**config.mk**
```make
export PLATFORM = sky130hd
export DESIGN_NAME = color_temperature_tint_hsl_top
export DESIGN_NICKNAME = d
export VERILOG_FILES = /design/src/rtl/cth_pkg.sv /design/src/rtl/color_temperature_tint_hsl_top.sv /design/src/rtl/cth_div.sv
export VERILOG_INCLUDE_DIRS = /design/src /design/src/rtl
export SDC_FILE = /design/constraint.sdc
export NUM_CORES = 2
export LEC_CHECK = 0
export ABC_AREA = 1
export ABC_CLOCK_PERIOD_IN_PS = 7700
export BUFFER_PORTS_ARGS = -buffer_cell sky130_fd_sc_hd__clkbuf_2
export CAP_MARGIN = 20
export CORE_AREA = 2 2 441 399
export CTS_BUF_LIST = sky130_fd_sc_hd__clkbuf_16
export CTS_CLUSTER_SIZE = 28
export DETAILED_ROUTE_END_ITERATION = 12
export DIE_AREA = 0 0 443 401
export HOLD_SLACK_MARGIN = 0.03
export PLACE_DENSITY_LB_ADDON = 0.08
export REMOVE_ABC_BUFFERS = 1
export SLEW_MARGIN = 20
export SYNTH_ARGS = -nofsm -noshare
export SYNTH_HDL_FRONTEND = slang
export SYNTH_SLANG_ARGS = --single-unit
```
**constraint.sdc**
```tcl
create_clock -name clk_i -period 7.7 [get_ports clk_i]
set_input_delay 1.155 -clock clk_i [delete_from_list [all_inputs] [get_ports clk_i]]
set_output_delay 1.155 -clock clk_i [all_outputs]
set_load 0.01 [all_outputs]
```
**src/rtl/color_temperature_tint_hsl_top_defines.svh**
```systemverilog
// Assertion macros for the color tint block.
`ifndef COLOR_TEMPERATURE_TINT_HSL_TOP_DEFINES_SVH
`define COLOR_TEMPERATURE_TINT_HSL_TOP_DEFINES_SVH
`ifndef SYNTH
`define CTH_ASSERT(lbl, prop, msg) \
  lbl: assert property (@(posedge clk_i) disable iff (!rst_ni) prop) else $error(msg);
`define CTH_ASSERT_I(lbl, prop, msg) \
  lbl: assert property (@(posedge clk_i) prop) else $error(msg);
`else
`define CTH_ASSERT(lbl, prop, msg)
`define CTH_ASSERT_I(lbl, prop, msg)
`endif
`endif

```
**src/rtl/cth_pkg.sv**
```systemverilog
package cth_pkg;

  localparam int Q13W           = 14;
  localparam int DIV_W          = 14;
  localparam int DVS_W          = 7;
  localparam int BITS_PER_STAGE = 2;
  localparam int DIV_STAGES     = DIV_W / BITS_PER_STAGE;
  localparam int CW             = 24;
  // input register, two front stages, divider, four back stages, output register
  localparam int LATENCY        = 8 + DIV_STAGES;

  localparam logic [1:0] REG_TINT_RED   = 2'd0;
  localparam logic [1:0] REG_TINT_GREEN = 2'd1;
  localparam logic [1:0] REG_TINT_BLUE  = 2'd2;

  localparam logic [7:0] TINT_RED_RST   = 8'd255;
  localparam logic [7:0] TINT_GREEN_RST = 8'd67;
  localparam logic [7:0] TINT_BLUE_RST  = 8'd0;

  localparam logic [Q13W-1:0] LUM_HALF = 14'd4096;
  localparam logic [Q13W-1:0] Q13_ONE  = 14'd8192;
  localparam logic [12:0]     BYTE_TOP = 13'd7710;

  typedef struct packed {
    logic [7:0] pixel_red;
    logic [7:0] pixel_green;
    logic [7:0] pixel_blue;
  } pixel_t;

  typedef struct packed {
    logic [7:0] out_red;
    logic [7:0] out_green;
    logic [7:0] out_blue;
  } result_t;

  // v*8192/255 = 32v + floor(32v/255)
  function automatic logic [Q13W-1:0] to_q13(logic [7:0] v);
    logic [12:0]     x;
    logic [Q13W-1:0] t;
    x = {v, 5'b0};
    t = {1'b0, x} + {9'b0, x[12:8]} + 14'd1;
    return {1'b0, x} + {8'b0, t[13:8]};
  endfunction

  function automatic logic [7:0] gray_byte(logic [Q13W-1:0] l);
    logic [21:0] m;
    m = {l, 8'b0} - {8'b0, l};
    return m[20:13];
  endfunction

  function automatic logic [7:0] to_byte(logic signed [CW-1:0] c);
    logic [20:0] m;
    m = {c[12:0], 8'b0} - {8'b0, c[12:0]};
    if (c < 0) begin
      return 8'd0;
    end else if (c > signed'(CW'(BYTE_TOP))) begin
      return 8'd255;
    end
    return m[20:13];
  endfunction

endpackage

```
**src/rtl/color_temperature_tint_hsl_top.sv**
```systemverilog
// Color temperature tint with lightness preserved.
// Pixel channel: drive pixel_i and pulse start_i; a beat is taken on every
//   clock edge where start_i is high and busy_o is low. busy_o stays low, so
//   a new pixel may enter on every cycle.
// Result channel: done_o is high for one cycle with result_o holding the
//   tinted pixel; the receiver must take it in that cycle.
// Throughput is one pixel per clock. A pixel passes the front conversion,
//   the two 7-stage dividers (saturation and hue, two quotient bits a
//   stage), which run side by side, and the two multiply stages behind
//   them on its way to done_o.
// Config port: cfg_we_i writes cfg_wdata_i into the tint register picked by
//   cfg_idx_i (0 red, 1 green, 2 blue); other indexes are dropped. Write only
//   while no pixel is in flight.
// Reset: rst_ni clears all valid bits at once and loads the tint color
//   (255, 67, 0); no result appears until a pixel has been taken.
`include "color_temperature_tint_hsl_top_defines.svh"

module color_temperature_tint_hsl_top import cth_pkg::*; (
  input  logic       clk_i,
  input  logic       rst_ni,
  input  logic       start_i,
  output logic       busy_o,
  input  pixel_t     pixel_i,
  output logic       done_o,
  output result_t    result_o,
  input  logic       cfg_we_i,
  input  logic [1:0] cfg_idx_i,
  input  logic [7:0] cfg_wdata_i
);

  typedef enum logic [1:0] {
    HUE_R = 2'd0,
    HUE_G = 2'd1,
    HUE_B = 2'd2
  } hue_reg_e;

  // stage payloads
  typedef struct packed {
    logic            valid;
    logic [Q13W-1:0] pr, pg, pb, tr, tg, tb;
  } s1_t;

  typedef struct packed {
    logic            valid;
    logic [Q13W-1:0] lumi, br, bg, bb, mx, mn;
    logic            rmax, gmax;
  } s2_t;

  typedef struct packed {
    logic             valid;
    logic             ok;
    logic             neg;
    hue_reg_e         sec;
    logic [Q13W-1:0]  lumi;
    logic [DIV_W-1:0] d;
    logic [DVS_W-1:0] sdiv;
    logic [DIV_W-1:0] mag;
    logic [DVS_W-1:0] hdiv;
  } s3_t;

  typedef struct packed {
    logic            valid;
    logic            ok;
    logic            neg;
    hue_reg_e        sec;
    logic [Q13W-1:0] lumi;
  } side_t;

  typedef struct packed {
    logic               valid;
    logic               gray;
    logic               lo;
    logic [Q13W-1:0]    lumi;
    logic signed [16:0] h;
    logic signed [20:0] a;
    logic signed [21:0] b;
  } s4_t;

  typedef struct packed {
    logic               valid;
    logic               gray;
    logic               lo;
    logic [Q13W-1:0]    lumi;
    logic signed [16:0] h;
    logic signed [42:0] prod;
  } s5_t;

  typedef struct packed {
    logic                valid;
    logic                gray;
    logic [7:0]          gval;
    hue_reg_e            rgn;
    logic                sub;
    logic signed [CW-1:0] p, q, span;
    logic signed [16:0]  hh;
  } s6_t;

  typedef struct packed {
    logic                valid;
    logic                gray;
    logic [7:0]          gval;
    hue_reg_e            rgn;
    logic                sub;
    logic signed [CW-1:0] p, q;
    logic signed [40:0]  prod;
  } s7_t;

  logic [7:0] tint_r_q, tint_g_q, tint_b_q;
  s1_t   s1_q, s1_d;
  s2_t   s2_q, s2_d;
  s3_t   s3_q, s3_d;
  side_t side_q [DIV_STAGES];
  s4_t   s4_q, s4_d;
  s5_t   s5_q, s5_d;
  s6_t   s6_q, s6_d;
  s7_t   s7_q, s7_d;
  result_t result_q, result_d;
  logic    done_q;
  logic [DIV_W-1:0] sq, hq;

  assign busy_o   = 1'b0;
  assign done_o   = done_q;
  assign result_o = result_q;

  // tint registers
  always_ff @(posedge clk_i or negedge rst_ni) begin
    if (!rst_ni) begin
      tint_r_q <= TINT_RED_RST;
      tint_g_q <= TINT_GREEN_RST;
      tint_b_q <= TINT_BLUE_RST;
    end else if (cfg_we_i) begin
      unique case (cfg_idx_i)
        REG_TINT_RED:   tint_r_q <= cfg_wdata_i;
        REG_TINT_GREEN: tint_g_q <= cfg_wdata_i;
        REG_TINT_BLUE:  tint_b_q <= cfg_wdata_i;
        default: ;
      endcase
    end
  end

  // stage 1: Q13 conversion of pixel and tint
  always_comb begin
    s1_d.valid = start_i && !busy_o;
    s1_d.pr    = to_q13(pixel_i.pixel_red);
    s1_d.pg    = to_q13(pixel_i.pixel_green);
    s1_d.pb    = to_q13(pixel_i.pixel_blue);
    s1_d.tr    = to_q13(tint_r_q);
    s1_d.tg    = to_q13(tint_g_q);
    s1_d.tb    = to_q13(tint_b_q);
  end

  // stage 2: original lightness, blend, blend extremes
  always_comb begin : p_s2
    logic [Q13W-1:0] pmax, pmin;
    logic [Q13W:0]   psum;
    pmax = (s1_q.pr > s1_q.pg) ? s1_q.pr : s1_q.pg;
    pmax = (pmax > s1_q.pb) ? pmax : s1_q.pb;
    pmin = (s1_q.pr < s1_q.pg) ? s1_q.pr : s1_q.pg;
    pmin = (pmin < s1_q.pb) ? pmin : s1_q.pb;
    psum = {1'b0, pmax} + {1'b0, pmin};
    s2_d.valid = s1_q.valid;
    s2_d.lumi  = psum[Q13W:1];
    s2_d.br    = 14'(({1'b0, s1_q.tr} + {1'b0, s1_q.pr}) >> 1);
    s2_d.bg    = 14'(({1'b0, s1_q.tg} + {1'b0, s1_q.pg}) >> 1);
    s2_d.bb    = 14'(({1'b0, s1_q.tb} + {1'b0, s1_q.pb}) >> 1);
    s2_d.mx    = (s2_d.br > s2_d.bg) ? s2_d.br : s2_d.bg;
    s2_d.mx    = (s2_d.mx > s2_d.bb) ? s2_d.mx : s2_d.bb;
    s2_d.mn    = (s2_d.br < s2_d.bg) ? s2_d.br : s2_d.bg;
    s2_d.mn    = (s2_d.mn < s2_d.bb) ? s2_d.mn : s2_d.bb;
    s2_d.rmax  = s2_d.mx == s2_d.br;
    s2_d.gmax  = s2_d.mx == s2_d.bg;
  end

  // stage 3: divider operands
  always_comb begin : p_s3
    logic [Q13W:0]        sum, nsum;
    logic [Q13W-1:0]      lum;
    logic signed [Q13W:0] num;
    sum  = {1'b0, s2_q.mx} + {1'b0, s2_q.mn};
    nsum = 15'd16384 - sum;
    lum  = sum[Q13W:1];
    if (s2_q.rmax) begin
      num      = signed'({1'b0, s2_q.bg}) - signed'({1'b0, s2_q.bb});
      s3_d.sec = HUE_R;
    end else if (s2_q.gmax) begin
      num      = signed'({1'b0, s2_q.bb}) - signed'({1'b0, s2_q.br});
      s3_d.sec = HUE_G;
    end else begin
      num      = signed'({1'b0, s2_q.br}) - signed'({1'b0, s2_q.bg});
      s3_d.sec = HUE_B;
    end
    s3_d.valid = s2_q.valid;
    s3_d.lumi  = s2_q.lumi;
    s3_d.d     = s2_q.mx - s2_q.mn;
    s3_d.sdiv  = (lum <= LUM_HALF) ? sum[13:7] : nsum[13:7];
    s3_d.hdiv  = s3_d.d[13:7];
    s3_d.neg   = num[Q13W];
    s3_d.mag   = s3_d.neg ? 14'(-num) : num[Q13W-1:0];
    // gray blend or a zero divisor: no hue, no saturation
    s3_d.ok    = (s2_q.mx != s2_q.mn) && (s3_d.sdiv != '0) && (s3_d.hdiv != '0);
  end

  cth_div u_sat_div (
    .clk_i      (clk_i),
    .dividend_i (s3_q.d),
    .divisor_i  (s3_q.sdiv),
    .quotient_o (sq)
  );

  cth_div u_hue_div (
    .clk_i      (clk_i),
    .dividend_i (s3_q.mag),
    .divisor_i  (s3_q.hdiv),
    .quotient_o (hq)
  );

  // stage 4: saturation, hue, multiply operands
  always_comb begin : p_s4
    side_t              sd;
    logic [19:0]        s_val;
    logic signed [16:0] off, hmag;
    sd    = side_q[DIV_STAGES-1];
    s_val = {sq, 6'b0};
    // hue quotient stays below 256
    hmag  = signed'(17'({hq[7:0], 6'b0}));
    unique case (sd.sec)
      HUE_R:   off = 17'sd0;
      HUE_G:   off = 17'sd16384;
      HUE_B:   off = 17'sd32768;
      default: off = 17'sd0;
    endcase
    s4_d.valid = sd.valid;
    s4_d.gray  = !sd.ok || (sq == '0);
    s4_d.lo    = sd.lumi <= LUM_HALF;
    s4_d.lumi  = sd.lumi;
    s4_d.h     = sd.neg ? off - hmag : off + hmag;
    s4_d.a     = s4_d.lo ? signed'(21'(sd.lumi)) : signed'(21'(s_val));
    s4_d.b     = s4_d.lo ? signed'(22'(Q13_ONE)) - signed'(22'(s_val))
                         : signed'(22'(Q13_ONE)) - signed'(22'(sd.lumi));
  end

  // stage 5: lightness product
  always_comb begin
    s5_d.valid = s4_q.valid;
    s5_d.gray  = s4_q.gray;
    s5_d.lo    = s4_q.lo;
    s5_d.lumi  = s4_q.lumi;
    s5_d.h     = s4_q.h;
    s5_d.prod  = s4_q.a * s4_q.b;
  end

  // stage 6: p, q, span and hue sector
  always_comb begin : p_s6
    logic signed [29:0]   sh;
    logic signed [CW-1:0] l;
    sh = 30'(s5_q.prod >>> 13);
    l  = signed'(CW'(s5_q.lumi));
    s6_d.valid = s5_q.valid;
    s6_d.gray  = s5_q.gray;
    s6_d.gval  = gray_byte(s5_q.lumi);
    s6_d.q     = s5_q.lo ? CW'(sh) : l - CW'(sh);
    s6_d.p     = (l <<< 1) - s6_d.q;
    s6_d.span  = s6_d.p - s6_d.q;
    if (s5_q.h < 17'sd8192) begin
      s6_d.rgn = HUE_R;
      s6_d.hh  = s5_q.h;
    end else if (s5_q.h < 17'sd24576) begin
      s6_d.rgn = HUE_G;
      s6_d.hh  = s5_q.h - 17'sd16384;
    end else begin
      s6_d.rgn = HUE_B;
      s6_d.hh  = s5_q.h - 17'sd32768;
    end
    s6_d.sub = s6_d.hh < 17'sd0;
  end

  // stage 7: hue ramp product
  always_comb begin
    s7_d.valid = s6_q.valid;
    s7_d.gray  = s6_q.gray;
    s7_d.gval  = s6_q.gval;
    s7_d.rgn   = s6_q.rgn;
    s7_d.sub   = s6_q.sub;
    s7_d.p     = s6_q.p;
    s7_d.q     = s6_q.q;
    s7_d.prod  = s6_q.hh * s6_q.span;
  end

  // stage 8: channel placement and byte mapping
  always_comb begin : p_s8
    logic signed [CW-1:0] t, mid, cr, cg, cb;
    t   = CW'(s7_q.prod >>> 13);
    mid = s7_q.sub ? s7_q.q - t : s7_q.q + t;
    unique case (s7_q.rgn)
      HUE_R: begin
        cr = s7_q.p;
        cg = s7_q.sub ? s7_q.q : mid;
        cb = s7_q.sub ? mid : s7_q.q;
      end
      HUE_G: begin
        cg = s7_q.p;
        cb = s7_q.sub ? s7_q.q : mid;
        cr = s7_q.sub ? mid : s7_q.q;
      end
      HUE_B: begin
        cb = s7_q.p;
        cr = s7_q.sub ? s7_q.q : mid;
        cg = s7_q.sub ? mid : s7_q.q;
      end
      default: begin
        cr = s7_q.p;
        cg = s7_q.p;
        cb = s7_q.p;
      end
    endcase
    if (s7_q.gray) begin
      result_d.out_red   = s7_q.gval;
      result_d.out_green = s7_q.gval;
      result_d.out_blue  = s7_q.gval;
    end else begin
      result_d.out_red   = to_byte(cr);
      result_d.out_green = to_byte(cg);
      result_d.out_blue  = to_byte(cb);
    end
  end

  always_ff @(posedge clk_i or negedge rst_ni) begin
    if (!rst_ni) begin
      s1_q   <= '0;
      s2_q   <= '0;
      s3_q   <= '0;
      side_q <= '{default: '0};
      s4_q   <= '0;
      s5_q   <= '0;
      s6_q   <= '0;
      s7_q   <= '0;
      done_q <= 1'b0;
    end else begin
      s1_q      <= s1_d;
      s2_q      <= s2_d;
      s3_q      <= s3_d;
      side_q[0] <= '{valid: s3_q.valid, ok: s3_q.ok, neg: s3_q.neg,
                     sec: s3_q.sec, lumi: s3_q.lumi};
      for (int i = 1; i < DIV_STAGES; i++) begin
        side_q[i] <= side_q[i-1];
      end
      s4_q   <= s4_d;
      s5_q   <= s5_d;
      s6_q   <= s6_d;
      s7_q   <= s7_d;
      done_q <= s7_q.valid;
    end
  end

  always_ff @(posedge clk_i) begin
    result_q <= result_d;
  end

  // all three output channels agree
  logic rgb_same;
  assign rgb_same = (result_q.out_red == result_q.out_green) &&
                    (result_q.out_green == result_q.out_blue);

  `CTH_ASSERT(a_latency, start_i |-> ##LATENCY done_o, "pixel beat did not come out on time")
  `CTH_ASSERT(a_gray_out, s7_q.valid && s7_q.gray |=> rgb_same, "gray blend gave unequal channels")
  `CTH_ASSERT_I(a_rst_quiet, !rst_ni |=> !done_o, "result strobe during reset")

endmodule

```
**src/rtl/cth_div.sv**
```systemverilog
module cth_div import cth_pkg::*; (
  input  logic             clk_i,
  input  logic [DIV_W-1:0] dividend_i,
  input  logic [DVS_W-1:0] divisor_i,
  output logic [DIV_W-1:0] quotient_o
);

  // restoring division, quotient bits shift into the dividend word
  logic [DVS_W-1:0] rem_in  [DIV_STAGES];
  logic [DIV_W-1:0] work_in [DIV_STAGES];
  logic [DVS_W-1:0] dvs_in  [DIV_STAGES];
  logic [DVS_W-1:0] rem_d   [DIV_STAGES];
  logic [DIV_W-1:0] work_d  [DIV_STAGES];
  logic [DVS_W-1:0] rem_q   [DIV_STAGES];
  logic [DIV_W-1:0] work_q  [DIV_STAGES];
  logic [DVS_W-1:0] dvs_q   [DIV_STAGES];

  assign rem_in[0]  = '0;
  assign work_in[0] = dividend_i;
  assign dvs_in[0]  = divisor_i;

  for (genvar g = 1; g < DIV_STAGES; g++) begin : g_link
    assign rem_in[g]  = rem_q[g-1];
    assign work_in[g] = work_q[g-1];
    assign dvs_in[g]  = dvs_q[g-1];
  end

  for (genvar g = 0; g < DIV_STAGES; g++) begin : g_stage
    always_comb begin : p_step
      logic [DVS_W-1:0] r;
      logic [DIV_W-1:0] w;
      logic [DVS_W:0]   t;
      r = rem_in[g];
      w = work_in[g];
      for (int i = 0; i < BITS_PER_STAGE; i++) begin
        t = {r, w[DIV_W-1]};
        if (t >= {1'b0, dvs_in[g]}) begin
          t = t - {1'b0, dvs_in[g]};
          w = {w[DIV_W-2:0], 1'b1};
        end else begin
          w = {w[DIV_W-2:0], 1'b0};
        end
        r = t[DVS_W-1:0];
      end
      rem_d[g]  = r;
      work_d[g] = w;
    end

    always_ff @(posedge clk_i) begin
      rem_q[g]  <= rem_d[g];
      work_q[g] <= work_d[g];
      dvs_q[g]  <= dvs_in[g];
    end
  end

  assign quotient_o = work_q[DIV_STAGES-1];

endmodule
```
==> results.md <==
* Final hold violations at 0
* Tmin final at 7.15 ns
* Clk_lat worst skew at 0.76 ns
* Area of the die at between 0.15 and 0.2 mm²
* IO Pins at 64
* Vias at approximately 59000
* Post-synthesis cell area at 0.0775 mm²
* Max clock buf depth at 3
* Number of global-route vias before repair at 58393
* First-pass GRT wire length at roughly 320 mm
* Final Cycle Share at between 90% and 100%
* Wire per inst at about 17 µm
* Critical path capture point type: flop
* GR Util All Layers at a little under a quarter
* Final wirelength at 203 mm
* Post-Syn Instances at 9407
* Area Growth Syn to Fin at 8.93%
* EDFF count, synth at 0
* Worst EP required at roughly 8.4 ns
* FP Rows at ~150
* Chip width at about 440 µm
* Critical path type: reg2reg
* Placer congestion estimate at ~0.93
* Seq cells post-synth at 1025
* Number of H-tree levels at 3
* Register area share after synthesis at a little under a third
* Total CTS buffers at 111
* Post-CTS Resized at 0
* Clk root buf: clkbuf_16
* Detailed Routing Iterations Pass 1 at 6
* Initial Utilization at ~45%
* Antenna Nets Post-Route at 0
* Critical Path Fanout Max at 21
* Syn Area/Cell at between 8 and 9 µm²
* Share of cells above drive strength 1 at about 4.8%
* Skew final at ~0.072 ns
* DR vias/cell at between 4 and 5
* TritonCTS clock tree: built
* Core ar. at between 0.15 and 0.2 mm²
* Worst-margin pin slew at 1.12 ns
* Critical Path Start Type: flop
* # Max-Cap Violations at 0
* Unique masters post-synth at 66
* Starting DRT DRC Count at slightly below 4000
* Async SR Flop Fraction at roughly 67%
* GRT overflow at 0
* DRC at 0
* Largest net degree at the start of global routing at between 150 and 200
* Hold Path Class: reg2reg
* Die height at around 400 µm
* Slew margin rel. at 25.4%
* Status: completed
* Top_reg_cell synth: dfrtp_1
* Setup violations, final at 0
* CTS clk-pin slew, worst paths at about 0.080 ns
* Setup bufs post-CTS at 0
* IO Port Bufs at 62
* Achievable Freq at between 0.1 and 0.15 GHz
* RSZ-0062 raised after global routing: false
* Final Net Count at around 11000
* WP data arrival at 7.86 ns
* Synth warnings at 0
* Post-CTS Hold Fix Bufs at 0
* Setup TNS at 0 ns
* Clk sinks at 1025
* Initial antenna violation count at 6
* Dpl hpwl at approximately 170 mm
* Slew Limit Fails at 0
* # fillers at about 17000
placed cells by master (no fill, tap or decap), drive strengths merged, types with 12 or more instances in the layout:
cell    Yosys  layout
fa        634     634
nor2      500     500
a31oi      21      21
mux2       12      12
inv      1932    1957
a211oi     21      21
nand4      71      71
ha        711     711
dfrtp     671     671
a21oi     447     447
nand3     444     444
o21bai     43      43
nand3b     16      16
o211ai     22      22
bufinv      0      16
nand2    2119    2119
or2        43      43
buf        35      89
nor4       30      30
dfxtp     343     343
clkbuf    194     173
o21ai     471     471
o21a       18      18
clkinv      2      53
xor2      302     302
xnor2     134     134
nor3       66      66
flip-flops by register name, summed over array words and instances (netlist names), 42 cells and up:
name and flops:
u_hue_div.work_q 62, u_sat_div.rem_q 42, u_sat_div.dvs_q 42, s7_q 60
u_hue_div.dvs_q 42, s4_q 69, s2_q 87, u_sat_div.work_q 89
u_hue_div.rem_q 42, s1_q 85, s6_q 93, side_q 114
s3_q 54
layer usage:
layer  global-route usage (%)  part of all wire [%]  up-vias
li1                         -                     -    29117
met3                     2.58                   5.0      204
met4                     4.21                   1.8        0
met1                     35.0                    50    28367
met5                        0                     0        -
met2                     35.1                    44     1270
cell type report:
type	count	area, µm²	area share (%)
multi-input cells	6224	45400	53.8
flip-flops and latches	1025	23900	28.4
inverters	1934	7260	8.60
well taps	2278	2850	3.38
clock buffers	112	2800	3.32
clock inverters	100	1100	1.30
repair buffers	150	1020	1.21
diodes	2	5.00	0.00593
final timing paths:
path                       depth (start not counted)  slack (ns)                   start                      to
min                                                0        0.32  u_sat_div.work_q[3][3]  u_sat_div.work_q[4][5]
min reg2reg                                        0        0.32  u_sat_div.work_q[3][3]  u_sat_div.work_q[4][5]
max reg2reg                                       21        0.55                s4_q[28]             p_s6.sh[23]
min in group asynchronous                          1        0.41                  rst_ni                 s3_q[7]
max in group asynchronous                          2        5.83                  rst_ni              side_q[75]
max                                               21        0.55                s4_q[28]             p_s6.sh[23]
logic make-up after synthesis:
kind of cell / synth area share [%]
adders and majority gates: 27.9
DFF: 30.9
muxes: 0.174
AOI/OAI and AO/OA: 7.89
buffers and inverters: 10.5
and+or+nand+nor: 17.7
xor gates and xnor gates: 4.93
other: 0.00970
per-stage QoR:
stage                     instance area (µm²)  worst slack (ns)  util (%)  hold WS [ns]  std cells
after global placement                  80500             0.604      46.5         0.311      11610
after detailed placement                80500             0.517      46.5         0.312      11610
after CTS                               84400             0.519      48.8         0.325      11822
after floorplan                         76600              1.20         -         0.310       9183
final                                   84400             0.550      48.8         0.323      11825
after global routing                    84400           0.00437      48.8         0.327      11823
synth_stat cells (all sizes together), types with 194 or more instances:
cell | instances | share of area (%)
fa | 634 | 16
nand3 | 444 | 3.0
xor2 | 302 | 3.4
o21ai | 471 | 3.1
nand2 | 2119 | 10
clkbuf | 194 | 0.94
dfrtp | 671 | 22
a21oi | 447 | 2.9
nor2 | 500 | 2.5
inv | 1932 | 9.4
dfxtp | 343 | 8.9
ha | 711 | 11
worst max-delay path, cell delays in order, from the launching register on:
cell and delay [ns]:
dfrtp_1 0.87, nand2_1 0.22, inv_1 0.18, fa_1 0.59, fa_1 0.72, inv_1 0.14
fa_1 0.50, fa_1 0.50, inv_1 0.06, fa_1 0.51, fa_1 0.55, inv_1 0.05
fa_1 0.51, inv_1 0.08, ha_1 0.40, nand2_1 0.13, nor3_1 0.23, nand2_1 0.14
nor4_1 0.26, nand3_1 0.12, o2111ai_1 0.15, xor2_1 0.15
Power is not shown: default switching activity piles up to over one toggle a cycle in this logic, so the estimate is an artifact.
